===== config.mk =====
export PLATFORM = sky130hd
export DESIGN_NAME = lcg_random_with_ranges
export DESIGN_NICKNAME = d
export VERILOG_FILES = /design/src/rtl/core/lcgr_pkg.sv /design/src/rtl/core/lcg_random_with_ranges.sv /design/src/rtl/core/lcgr_front.sv /design/src/rtl/core/lcgr_queue.sv /design/src/rtl/core/lcgr_back.sv
export SDC_FILE = /design/constraint.sdc
export NUM_CORES = 1
export LEC_CHECK = 0
export ABC_AREA = 1
export BUFFER_PORTS_ARGS = -buffer_cell sky130_fd_sc_hd__buf_2
export CORE_MARGIN = 4
export CORE_UTILIZATION = 57
export CTS_BUF_LIST = sky130_fd_sc_hd__clkbuf_4
export DETAILED_ROUTE_END_ITERATION = 8
export GPL_TIMING_DRIVEN = 0
export HOLD_SLACK_MARGIN = 0.1
export PLACE_DENSITY = 0.79
export SLEW_MARGIN = 20
export SYNTH_ARGS = -nofsm -noshare
export SYNTH_HDL_FRONTEND = slang
export SYNTH_SLANG_ARGS = --single-unit

===== constraint.sdc =====
create_clock -name clock -period 9 [get_ports clock]
set_clock_uncertainty 0.05 [all_clocks]
set_input_delay 1.8 -clock clock [delete_from_list [all_inputs] [get_ports clock]]
set_output_delay 1.8 -clock clock [all_outputs]
set_load 0.01 [all_outputs]

===== src/rtl/core/lcgr_pkg.sv =====
package lcgr_pkg;

   localparam logic [31:0] SEED_RESET = 32'h1de5_89c0;
   localparam logic [31:0] LCG_INC    = 32'h3141_5927;
   localparam int          DVD_W      = 24;

   localparam logic [2:0] KIND_ENTROPY = 3'd0;
   localparam logic [2:0] KIND_BYTE    = 3'd1;
   localparam logic [2:0] KIND_TWO     = 3'd2;
   localparam logic [2:0] KIND_THREE   = 3'd3;
   localparam logic [2:0] KIND_ONE     = 3'd4;
   localparam logic [2:0] KIND_MOD_OLD = 3'd5;
   localparam logic [2:0] KIND_MOD     = 3'd6;
   localparam logic [2:0] KIND_RANGE   = 3'd7;

   typedef enum logic [2:0] {
      SEL_CONST,
      SEL_BYTE,
      SEL_TWO,
      SEL_THREE,
      SEL_ONE,
      SEL_MOD_OLD,
      SEL_MOD
   } sel_type;

   typedef struct packed {
      logic [1:0]  steps;
      logic        has_result;
      sel_type     sel;
      logic [15:0] divisor;
      logic [15:0] addend;
   } cmd_type;

   // seed * 0x010101 + inc, mod 2^32
   function automatic logic [31:0] lcg_next(input logic [31:0] s);
      lcg_next = s + {s[23:0], 8'h00} + {s[15:0], 16'h0000} + LCG_INC;
   endfunction

endpackage


===== src/rtl/core/lcg_random_with_ranges.sv =====
// 32-bit linear congruential random source (seed * 0x010101 + 0x31415927) with
// range-limited request kinds. Requests enter a queue of QUEUE_DEPTH entries and
// are carried out one at a time by the back end, which holds the seed. The plain
// kinds and the entropy kind need only seed steps; the modulo and range kinds also
// run the 24-iteration restoring divider in the back end. A zero modulus or an
// empty range gives its answer without the divider. One finished result waits
// in the output register while the next request is worked on.
module lcg_random_with_ranges #(
   parameter int QUEUE_DEPTH = 2
) (
   input  logic        clock,
   input  logic        reset,
   input  logic        push,
   output logic        full,
   input  logic [2:0]  req_kind,
   input  logic [15:0] req_joypad,
   input  logic [15:0] req_bound_max,
   input  logic [15:0] req_bound_min,
   output logic        empty,
   input  logic        pop,
   output logic [15:0] rsp_value
);
   import lcgr_pkg::*;

   logic    q_push;
   logic    q_full;
   logic    q_pop;
   logic    q_empty;
   cmd_type q_wr_cmd;
   cmd_type q_rd_cmd;

   lcgr_front u_front (
      .clock         (clock),
      .reset         (reset),
      .push          (push),
      .full          (full),
      .req_kind      (req_kind),
      .req_joypad    (req_joypad),
      .req_bound_max (req_bound_max),
      .req_bound_min (req_bound_min),
      .q_full        (q_full),
      .q_push        (q_push),
      .q_cmd         (q_wr_cmd)
   );

   lcgr_queue #(
      .DEPTH (QUEUE_DEPTH)
   ) u_queue (
      .clock   (clock),
      .reset   (reset),
      .wr_en   (q_push),
      .wr_data (q_wr_cmd),
      .q_full  (q_full),
      .rd_en   (q_pop),
      .rd_data (q_rd_cmd),
      .q_empty (q_empty)
   );

   lcgr_back u_back (
      .clock     (clock),
      .reset     (reset),
      .q_empty   (q_empty),
      .q_cmd     (q_rd_cmd),
      .q_pop     (q_pop),
      .empty     (empty),
      .pop       (pop),
      .rsp_value (rsp_value)
   );

   a_accept_enqueues: assert property (@(posedge clock) disable iff (reset)
      (push && !full) |-> (q_push && !q_full))
      else $error("accepted request not queued");

   a_no_underflow: assert property (@(posedge clock) disable iff (reset)
      q_pop |-> !q_empty)
      else $error("queue popped while empty");

   a_nonzero_divisor: assert property (@(posedge clock) disable iff (reset)
      (q_pop && (q_rd_cmd.sel == SEL_MOD || q_rd_cmd.sel == SEL_MOD_OLD))
      |-> (q_rd_cmd.divisor != 16'd0))
      else $error("modulo request with zero divisor");

   a_entropy_steps: assert property (@(posedge clock) disable iff (reset)
      (q_push && !q_wr_cmd.has_result) |-> (q_wr_cmd.steps != 2'd0))
      else $error("entropy request without a seed step");

endmodule


===== src/rtl/core/lcgr_front.sv =====
module lcgr_front (
   input  logic             clock,
   input  logic             reset,
   input  logic             push,
   output logic             full,
   input  logic [2:0]       req_kind,
   input  logic [15:0]      req_joypad,
   input  logic [15:0]      req_bound_max,
   input  logic [15:0]      req_bound_min,
   input  logic             q_full,
   output logic             q_push,
   output lcgr_pkg::cmd_type q_cmd
);
   import lcgr_pkg::*;

   logic [15:0] last_joypad_ff;
   logic [15:0] last_joypad_in;
   logic        joy_changed;
   logic [15:0] span;

   assign full        = q_full;
   assign q_push      = push && !q_full;
   assign joy_changed = req_joypad != last_joypad_ff;
   assign span        = req_bound_max - req_bound_min;

   always_comb begin
      q_cmd.steps      = 2'd1;
      q_cmd.has_result = 1'b1;
      q_cmd.sel        = SEL_CONST;
      q_cmd.divisor    = 16'd0;
      q_cmd.addend     = 16'd0;
      case (req_kind)
         KIND_ENTROPY: begin
            q_cmd.steps      = joy_changed ? 2'd2 : 2'd1;
            q_cmd.has_result = 1'b0;
         end
         KIND_BYTE:  q_cmd.sel = SEL_BYTE;
         KIND_TWO:   q_cmd.sel = SEL_TWO;
         KIND_THREE: q_cmd.sel = SEL_THREE;
         KIND_ONE:   q_cmd.sel = SEL_ONE;
         KIND_MOD_OLD: begin
            if (req_bound_max[7:0] == 8'd0) begin
               q_cmd.steps = 2'd0;
            end else begin
               q_cmd.sel     = SEL_MOD_OLD;
               q_cmd.divisor = {8'd0, req_bound_max[7:0]};
            end
         end
         KIND_MOD: begin
            if (req_bound_max == 16'd0) begin
               q_cmd.steps = 2'd0;
            end else begin
               q_cmd.sel     = SEL_MOD;
               q_cmd.divisor = req_bound_max;
            end
         end
         KIND_RANGE: begin
            q_cmd.addend = req_bound_min;
            if (req_bound_max <= req_bound_min) begin
               q_cmd.steps = 2'd0;
            end else begin
               q_cmd.sel     = SEL_MOD;
               q_cmd.divisor = span;
            end
         end
         default: q_cmd.steps = 2'd0;
      endcase
   end

   always_comb begin
      last_joypad_in = last_joypad_ff;
      if (q_push && req_kind == KIND_ENTROPY) begin
         last_joypad_in = req_joypad;
      end
   end

   always_ff @(posedge clock) begin
      if (reset) begin
         last_joypad_ff <= 16'd0;
      end else begin
         last_joypad_ff <= last_joypad_in;
      end
   end

endmodule


===== src/rtl/core/lcgr_queue.sv =====
module lcgr_queue #(
   parameter int DEPTH = 2
) (
   input  logic             clock,
   input  logic             reset,
   input  logic             wr_en,
   input  lcgr_pkg::cmd_type wr_data,
   output logic             q_full,
   input  logic             rd_en,
   output lcgr_pkg::cmd_type rd_data,
   output logic             q_empty
);
   import lcgr_pkg::*;

   localparam int PTR_W = (DEPTH > 1) ? $clog2(DEPTH) : 1;
   localparam int CNT_W = $clog2(DEPTH + 1);

   cmd_type           slot_ff [DEPTH];
   logic [PTR_W-1:0]  wr_ptr_ff;
   logic [PTR_W-1:0]  wr_ptr_in;
   logic [PTR_W-1:0]  rd_ptr_ff;
   logic [PTR_W-1:0]  rd_ptr_in;
   logic [CNT_W-1:0]  count_ff;
   logic [CNT_W-1:0]  count_in;
   logic              do_wr;
   logic              do_rd;

   assign q_full  = count_ff == CNT_W'(DEPTH);
   assign q_empty = count_ff == CNT_W'(0);
   assign do_wr   = wr_en && !q_full;
   assign do_rd   = rd_en && !q_empty;
   assign rd_data = slot_ff[rd_ptr_ff];

   always_comb begin
      wr_ptr_in = wr_ptr_ff;
      rd_ptr_in = rd_ptr_ff;
      count_in  = count_ff;
      if (do_wr) begin
         wr_ptr_in = (wr_ptr_ff == PTR_W'(DEPTH - 1)) ? PTR_W'(0) : wr_ptr_ff + PTR_W'(1);
      end
      if (do_rd) begin
         rd_ptr_in = (rd_ptr_ff == PTR_W'(DEPTH - 1)) ? PTR_W'(0) : rd_ptr_ff + PTR_W'(1);
      end
      if (do_wr && !do_rd) begin
         count_in = count_ff + CNT_W'(1);
      end else if (do_rd && !do_wr) begin
         count_in = count_ff - CNT_W'(1);
      end
   end

   always_ff @(posedge clock) begin
      if (do_wr) begin
         slot_ff[wr_ptr_ff] <= wr_data;
      end
   end

   always_ff @(posedge clock) begin
      if (reset) begin
         wr_ptr_ff <= '0;
         rd_ptr_ff <= '0;
         count_ff  <= '0;
      end else begin
         wr_ptr_ff <= wr_ptr_in;
         rd_ptr_ff <= rd_ptr_in;
         count_ff  <= count_in;
      end
   end

endmodule


===== src/rtl/core/lcgr_back.sv =====
module lcgr_back (
   input  logic             clock,
   input  logic             reset,
   input  logic             q_empty,
   input  lcgr_pkg::cmd_type q_cmd,
   output logic             q_pop,
   output logic             empty,
   input  logic             pop,
   output logic [15:0]      rsp_value
);
   import lcgr_pkg::*;

   localparam int CNT_W = $clog2(DVD_W);

   typedef enum logic [1:0] {
      ST_IDLE,
      ST_STEP,
      ST_DIV,
      ST_DONE
   } state_type;

   state_type         state_ff;
   logic [31:0]       seed_ff;
   cmd_type           cmd_ff;
   logic [1:0]        steps_ff;
   logic [DVD_W-1:0]  dvd_ff;
   logic [15:0]       rem_ff;
   logic [CNT_W-1:0]  cnt_ff;
   logic              out_valid_ff;
   logic              out_valid_in;
   logic              out_load;
   logic [15:0]       out_value_ff;

   logic [16:0]       trial;
   logic [16:0]       diff;
   logic [15:0]       rem_in;
   logic [1:0]        three_r;
   logic [15:0]       value_in;

   assign q_pop     = (state_ff == ST_IDLE) && !q_empty;
   assign empty     = !out_valid_ff;
   assign rsp_value = out_value_ff;
   assign out_load  = (state_ff == ST_DONE) && (!out_valid_ff || pop);

   // one restoring divide step
   assign trial  = {rem_ff, dvd_ff[DVD_W-1]};
   assign diff   = trial - {1'b0, cmd_ff.divisor};
   assign rem_in = diff[16] ? trial[15:0] : diff[15:0];

   always_comb begin
      three_r = seed_ff[1:0];
      if (three_r == 2'd0) begin
         three_r = (seed_ff[3:2] == 2'd0) ? 2'd2 : seed_ff[3:2];
      end
   end

   always_comb begin
      case (cmd_ff.sel)
         SEL_BYTE:    value_in = {8'd0, seed_ff[23:16]};
         SEL_TWO:     value_in = {14'd0, seed_ff[1:0]};
         SEL_THREE:   value_in = {14'd0, three_r - 2'd1};
         SEL_ONE:     value_in = {15'd0, seed_ff[16]};
         SEL_MOD_OLD: value_in = rem_ff + cmd_ff.addend;
         SEL_MOD:     value_in = rem_ff + cmd_ff.addend;
         default:     value_in = cmd_ff.addend;
      endcase
   end

   always_comb begin
      out_valid_in = out_valid_ff;
      if (out_load) begin
         out_valid_in = 1'b1;
      end else if (pop && out_valid_ff) begin
         out_valid_in = 1'b0;
      end
   end

   always_ff @(posedge clock) begin
      if (reset) begin
         state_ff     <= ST_IDLE;
         seed_ff      <= SEED_RESET;
         out_valid_ff <= 1'b0;
      end else begin
         out_valid_ff <= out_valid_in;
         case (state_ff)
            ST_IDLE: begin
               if (!q_empty) begin
                  cmd_ff   <= q_cmd;
                  steps_ff <= q_cmd.steps;
                  dvd_ff   <= {8'd0, seed_ff[31:16]};
                  state_ff <= ST_STEP;
               end
            end
            ST_STEP: begin
               if (steps_ff != 2'd0) begin
                  seed_ff  <= lcg_next(seed_ff);
                  steps_ff <= steps_ff - 2'd1;
               end else if (cmd_ff.sel == SEL_MOD || cmd_ff.sel == SEL_MOD_OLD) begin
                  if (cmd_ff.sel == SEL_MOD) begin
                     dvd_ff <= {seed_ff[31:24], seed_ff[31:16]};
                  end
                  rem_ff   <= 16'd0;
                  cnt_ff   <= CNT_W'(DVD_W - 1);
                  state_ff <= ST_DIV;
               end else if (cmd_ff.has_result) begin
                  state_ff <= ST_DONE;
               end else begin
                  state_ff <= ST_IDLE;
               end
            end
            ST_DIV: begin
               rem_ff <= rem_in;
               dvd_ff <= {dvd_ff[DVD_W-2:0], 1'b0};
               cnt_ff <= cnt_ff - CNT_W'(1);
               if (cnt_ff == CNT_W'(0)) begin
                  state_ff <= ST_DONE;
               end
            end
            ST_DONE: begin
               if (out_load) begin
                  out_value_ff <= value_in;
                  state_ff     <= ST_IDLE;
               end
            end
            default: state_ff <= ST_IDLE;
         endcase
      end
   end

endmodule


==> results.ini, run 1 <==
[power]
p_leak_nw=7.94
intPower_mw=3.22
combPwrFrac=0.601
p_per_area_nw_per_um2=369
peakVddDrop_v=0.000234
p_sw_mw=2.97
swShare=0.479
pwr-share-seq=0.259
clkPwrFrac=0.140

[yosys]
synth_edf_count=175
yosys.area.top_type_share=0.348
ys_top_cells_by_count=nand2_1 (414), inv_1 (295), nor2_1 (194)
synth.most_common_cell=nand2_1
synth.cell_area_um2=15100
synth_largest_area_cell=edfxtp_1
synth_seq_area_share=0.422
avgSynthCellArea_um2=8.19
synth-seq-cells=231
synth.top_cells.by_area=edfxtp_1 (35%), nand2_1 (10%), ha_1 (9.5%)
syn_inst=1844
synthArstFlopShare=0
synth-warning-count=0
ys_dominant_reg_cell=edfxtp_1
synth_cell_types=48
syn-num-nets=2033

[critical_path]
worstSetupStartpoint=req_bound_max[0]
crit_type=in -> reg
ff2ff_setup_slack_ns=5.73
path_buf_inv=4
end_kind=flip-flop
r2r-start=u_back.seed_ff[5]$_SDFFE_PP0P_
crit_family=adder cells
r2r_cells=13
max_stage_delay_ns=0.44
cp.required_ns=9.47
cp_cell_sequence=buf_2 > inv_1 > ha_1 > fa_1 > o21ai_2 > nand2_1 > nand2_1 > nand2_1 > nand2_1 > nand3_2 > inv_2 > buf_6 > nand2_1 > o21ai_1
reg2reg_to=u_back.seed_ff[26]$_SDFFE_PP1P_
cp_slowest_cell=fa_1
crit_arrival_ns=3.89
cp-start-kind=input pin
cp_common_cell=nand2_1
critPathMaxFanout=10

[sta]
fin_crit_sh=0.380
fmax_mhz=293
rsz0062_at_grt=no
setup_viol=0
period_needed_ns=3.42
finalWorstSetupSlack_ns=5.58
report.final.slew_viol_count=0
hold_viol_final=0
worst_slew_pin_slew_ns=0.832
maxSlewHeadroom=0.444
setup_tns_ns=0

[clock_tree]
root_buffer=clkbuf_4
clock_path_buffers=3
clkSlewWorstSetupHoldPaths_ns=0.07
postCtsHoldBufs=0
cts_made_buffers=57
htree_levels=2
insertion_delay_ns=0.75
cts_tree=built
post_cts_resized=0
clock_sinks=231
cts_setup_buffers=0

[placement]
dp_hpwl_um=28500
pre_cts_slack_ns=4.86
gp_routability_congestion=0.925
dpl.cell_count=2260
port_buffers=72
placed_cell_area_um2=16000

[floorplan]
die_w_um=171
ios=73
core_um2=26100
placementRows=59
start_util=0.580
fp.dieH_um=171
dieArea_um2=29200

[finish]
syn_to_final_growth_pct=11.0
fill_cells=2180
finalInstanceArea_um2=16800
final_cells=2367
layout-drive-gt1-share=0.132
layout.nets=2173
postLayoutCoreUtil=0.644

[global_routing]
grt_start_max_net_pins=33
grt_pass1_vias=12100
grt.overflow.total=0
grt_usage=0.247
grt_antenna_before_repair=1
grt_pass1_wl_um=58100

[detailed_routing]
drc=0
detail_route.vias_per_cell=5.34
drt_iter0_drc=993
vias=12600
wl_per_cell_um=15.1
drt-pass1-iter-count=5
drt-total-wl_um=35800
ant_nets=0

[outcome]
outcome=completed

[worst_hold_path]
hold_path.class=reg -> reg
hold_depth=1
holdCritStartpoint=u_queue.rd_ptr_ff$_SDFFE_PP0P_

[job]
drv_cap=0

## how the worst max path moves through the flow
stage / slack [ns] / cells after the start / to
2_1_floorplan: 2.42 / 4 / u_back.dvd_ff[0]$_DFFE_PP_
3_3_place_gp: 0.48 / 5 / u_back.dvd_ff[11]$_DFFE_PP_
4_1_cts: 5.64 / 14 / u_queue.slot_ff[0][22]$_DFFE_PP_
6_report: 5.58 / 14 / u_queue.slot_ff[0][22]$_DFFE_PP_
5_1_grt: 5.39 / 8 / u_back.dvd_ff[10]$_DFFE_PP_
3_5_place_dp: 4.86 / 14 / u_queue.slot_ff[0][18]$_DFFE_PP_
## cell families after synthesis
family	synth area share
AO/OA/AOI/OAI	0.0986
XOR/XNOR	0.0226
adder cells (fa/ha/maj)	0.120
buffers and inverters	0.0869
flip-flops	0.422
multiplexers	0.0268
AND/OR/NAND/NOR	0.222
## flip-flops by register name, indices dropped and copies added (netlist names), named ones only
| register | count |
|---|---|
| u_back.cmd_ff | 36 |
| u_back.cnt_ff | 5 |
| u_back.dvd_ff | 24 |
| u_back.out_valid_ff | 1 |
| u_back.rem_ff | 16 |
| u_back.rsp_value | 16 |
| u_back.seed_ff | 32 |
| u_back.state_ff | 1 |
| u_back.steps_ff | 2 |
| u_front.last_joypad_ff | 16 |
| u_queue.count_ff | 2 |
| u_queue.rd_ptr_ff | 1 |
| u_queue.slot_ff | 76 |
| u_queue.wr_ptr_ff | 1 |
## final cells by class
type | count | area, µm² | share of cell area
multi-input combinational | 1274 | 7450 | 0.444
sequential | 231 | 6380 | 0.380
inverter | 304 | 1140 | 0.0680
clock buffer | 87 | 653 | 0.0389
timing repair buffer | 81 | 470 | 0.0280
tap | 335 | 419 | 0.0250
buffer | 35 | 171 | 0.0102
clock inverter | 19 | 86.3 | 0.00515
antenna | 1 | 2.50 | 0.000149
## per-layer routing
metal	track usage	wire, µm	vias to the layer above
met1	0.344	16300	5772
li1	-	-	6392
met5	0	0	-
met2	0.389	16100	410
met3	0.0515	2740	66
met4	0.0799	714	0
## cells in the final DEF (no fill, tap or decap), types with 18 or more instances in the layout
cell type	synthesis	layout
dfxtp_1	56	56
mux2_2	36	36
edfxtp_1	175	175
o21ai_1	22	22
xnor2_1	20	20
nand3_1	113	113
fa_1	19	19
inv_1	295	295
clkbuf_4	0	87
xor2_1	19	19
a21oi_1	107	107
ha_1	115	115
o21ai_0	90	90
nand2_1	414	414
buf_2	11	87
nor2_1	194	190
clkbuf_1	18	18
## power by group through the flow
stage               clock network, mW  registers [mW]  logic [mW]
finish                          0.868            1.61        3.72
global route                    0.948            1.63        4.24
CTS                             0.886            1.60        3.68
detailed placement                  0            1.62        3.66
global placement                    0            1.63        3.53
floorplan                           0            1.58        2.79
## through the flow
stage	total power, mW	hold slack, ns
4_1_cts	6.17	0.424
3_5_place_dp	5.29	0.406
2_1_floorplan	4.37	0.376
6_report	6.19	0.427
5_1_grt	6.82	0.452
3_3_place_gp	5.16	0.385
Power figures use the tool's default switching activity.
==> run 2: changes to the inputs <==
==> constraint.sdc (replaced) <==
create_clock -name clock -period 3.6 [get_ports clock]
set_clock_uncertainty 0.05 [all_clocks]
set_input_delay 0.72 -clock clock [delete_from_list [all_inputs] [get_ports clock]]
set_output_delay 0.72 -clock clock [all_outputs]
set_load 0.01 [all_outputs]
==> run 2 against run 1 <==
Effect of this change:
- hold slack worse by 0.21 ns
- setup slack worse by 5.2 ns
- die area stayed put
- non-clock buffer count is 2 lower
- clock power grew to 2.6 times the previous value
- global-route usage is 0.84 points higher
- utilization is 0.082 points higher
- final cell count is 0.17% higher
- first-iteration DRC count is 17% higher
- via count is 1.7% higher
==> results.ini, run 2 (synthesized netlist as in run 1, its figures left out) <==
[detailed_routing]
drt_iter0_drc=1161  ; +17%
drt-total-wl_um=37300  ; +4.2%
drt-pass1-iter-count=5  ; unchanged
ant_nets=0  ; unchanged
drc=0  ; unchanged
detail_route.vias_per_cell=5.42  ; +1.5%
wl_per_cell_um=15.7  ; +4.0%
vias=12900  ; +1.7%

[power]
peakVddDrop_v=0.000742  ; +220%
p_per_area_nw_per_um2=931  ; +150%
p_leak_nw=7.93  ; -0.13%
power_mw=15.6  ; +150%

[floorplan]
placementRows=59  ; unchanged
core_um2=26100  ; unchanged
fp.dieH_um=171  ; unchanged
start_util=0.580  ; unchanged
die_w_um=171  ; unchanged
dieArea_um2=29200  ; unchanged
ios=73  ; unchanged

[worst_hold_path]
hold_depth=3  ; +2
hold_path.class=in -> reg

[critical_path]
cp.required_ns=4.12  ; -5.35 ns
crit_type=reg -> reg
r2r_cells=13  ; unchanged
cp-start-kind=flip-flop
critPathMaxFanout=5  ; -5
crit_arrival_ns=3.72  ; -0.17 ns
end_kind=flip-flop

[outcome]
outcome=completed

[global_routing]
grt_antenna_before_repair=1  ; unchanged
grt_usage=0.255  ; +0.00836
grt.overflow.total=0  ; unchanged
grt_pass1_wl_um=59900  ; +3.1%
grt_pass1_vias=12300  ; +2.1%
grt_start_max_net_pins=33  ; unchanged

[sta]
report.final.slew_viol_count=0  ; unchanged
maxSlewHeadroom=0.462  ; +0.0175
hold_viol_final=0  ; unchanged
worst_slew_pin_slew_ns=0.806  ; -0.0262 ns
fmax_mhz=312
finalWorstSetupSlack_ns=0.397  ; -5.19 ns
fin_crit_sh=0.890
setup_viol=0  ; unchanged
period_needed_ns=3.20
rsz0062_at_grt=no

[placement]
dpl.cell_count=2258  ; -0.088%
dp_hpwl_um=29300  ; +2.8%
pre_cts_slack_ns=0.486  ; -4.38 ns
gp_routability_congestion=0.933  ; +0.93%
port_buffers=72  ; unchanged

[clock_tree]
clock_path_buffers=3  ; unchanged
insertion_delay_ns=0.71  ; -0.04 ns
post_cts_resized=0  ; unchanged
root_buffer=clkbuf_4
cts_tree=built
cts_made_buffers=59  ; +3.5%
postCtsHoldBufs=0  ; unchanged
cts_setup_buffers=0  ; unchanged
htree_levels=2  ; unchanged
clock_sinks=231  ; unchanged
clkSlewWorstSetupHoldPaths_ns=0.07  ; about the same

[finish]
ff_latch_area_um2=6380  ; unchanged
fill_cells=2160  ; -0.92%
layout_common_cells=nand2_1 (414), inv_1 (295), nor2_1 (190), edfxtp_1 (175), ha_1 (115)
final_cells=2371  ; +0.17%
layout.nets=2173  ; unchanged
multi_input_area_um2=7460  ; +0.17%
final_common_cell=nand2_1
layout-drive-gt1-share=0.131  ; -0.00161
postLayoutCoreUtil=0.644  ; +0.000816
largest-register=u_queue.slot_ff
syn_to_final_growth_pct=11.2
largest_reg_flops=76  ; unchanged
reg_top3=u_queue.slot_ff: 76 flops, u_back.cmd_ff: 36 flops, u_back.seed_ff: 32 flops

[job]
drv_cap=0  ; unchanged

run 2: cell count changes in the layout (fill, tap and decap cells not counted), sizes merged:
cell,delta
diode,+2
bufinv,+1
inv,-2
clkinv,+10
buf,-2
clkbuf,-6
clkinvlp,+1
run 2: critical path, cell delays in order (launching register included):
cell	delay, ns
dfxtp_1	0.43
inv_1	0.19
fa_1	0.47
fa_1	0.49
inv_1	0.04
ha_1	0.33
nand2_1	0.12
nor2_1	0.26
and2_1	0.19
nand3_1	0.14
nand3_1	0.12
nand2_1	0.05
nand3_1	0.11
nand2_1	0.07
run 2: through the flow:
stage          TNS, ns  instance area [µm²]  hold WS (ns)
5_1_grt              0                16800         0.186
4_1_cts              0                16800         0.167
3_5_place_dp         0                16000         0.408
6_report             0                16800         0.214
3_3_place_gp    -48.43                15900         0.385
2_1_floorplan        0                15100         0.376
run 2: where the power goes:
group,switching [mW],internal (mW),total [mW]
logic,6.11,3.27,9.37
clock network,1.10,1.13,2.23
registers,0.362,3.67,4.03
total,7.57,8.06,15.6
run 2: metal layers:
layer	vias to the layer above	track usage	part of all wire
met4	0	0.0701	0.022
met2	445	0.414	0.46
met3	70	0.0423	0.073
met1	5934	0.358	0.44
li1	6401	-	-
met5	-	0	0
run 2: path summary, 6_finish.rpt:
path,start,endpoint,slack (ns)
min reg2reg,u_queue.rd_ptr_ff$_SDFFE_PP0P_,flip-flop,0.40
max reg2reg,u_back.seed_ff[5]$_SDFFE_PP0P_,u_back.seed_ff[26]$_SDFFE_PP1P_,0.40
max,u_back.seed_ff[5]$_SDFFE_PP0P_,u_back.seed_ff[26]$_SDFFE_PP1P_,0.40
min,req_joypad[8],u_front.last_joypad_ff[8]$_SDFFE_PP0P_,0.21
run 2: final cells by class:
class	count	share of cell area
clock buffers	81	0.0362
inverters	304	0.0679
diodes	3	0.000447
repair buffers	79	0.0270
flip-flops and latches	231	0.380
well taps	335	0.0250
clock inverters	29	0.00902
multi-input cells	1274	0.444
plain buffers	35	0.0102
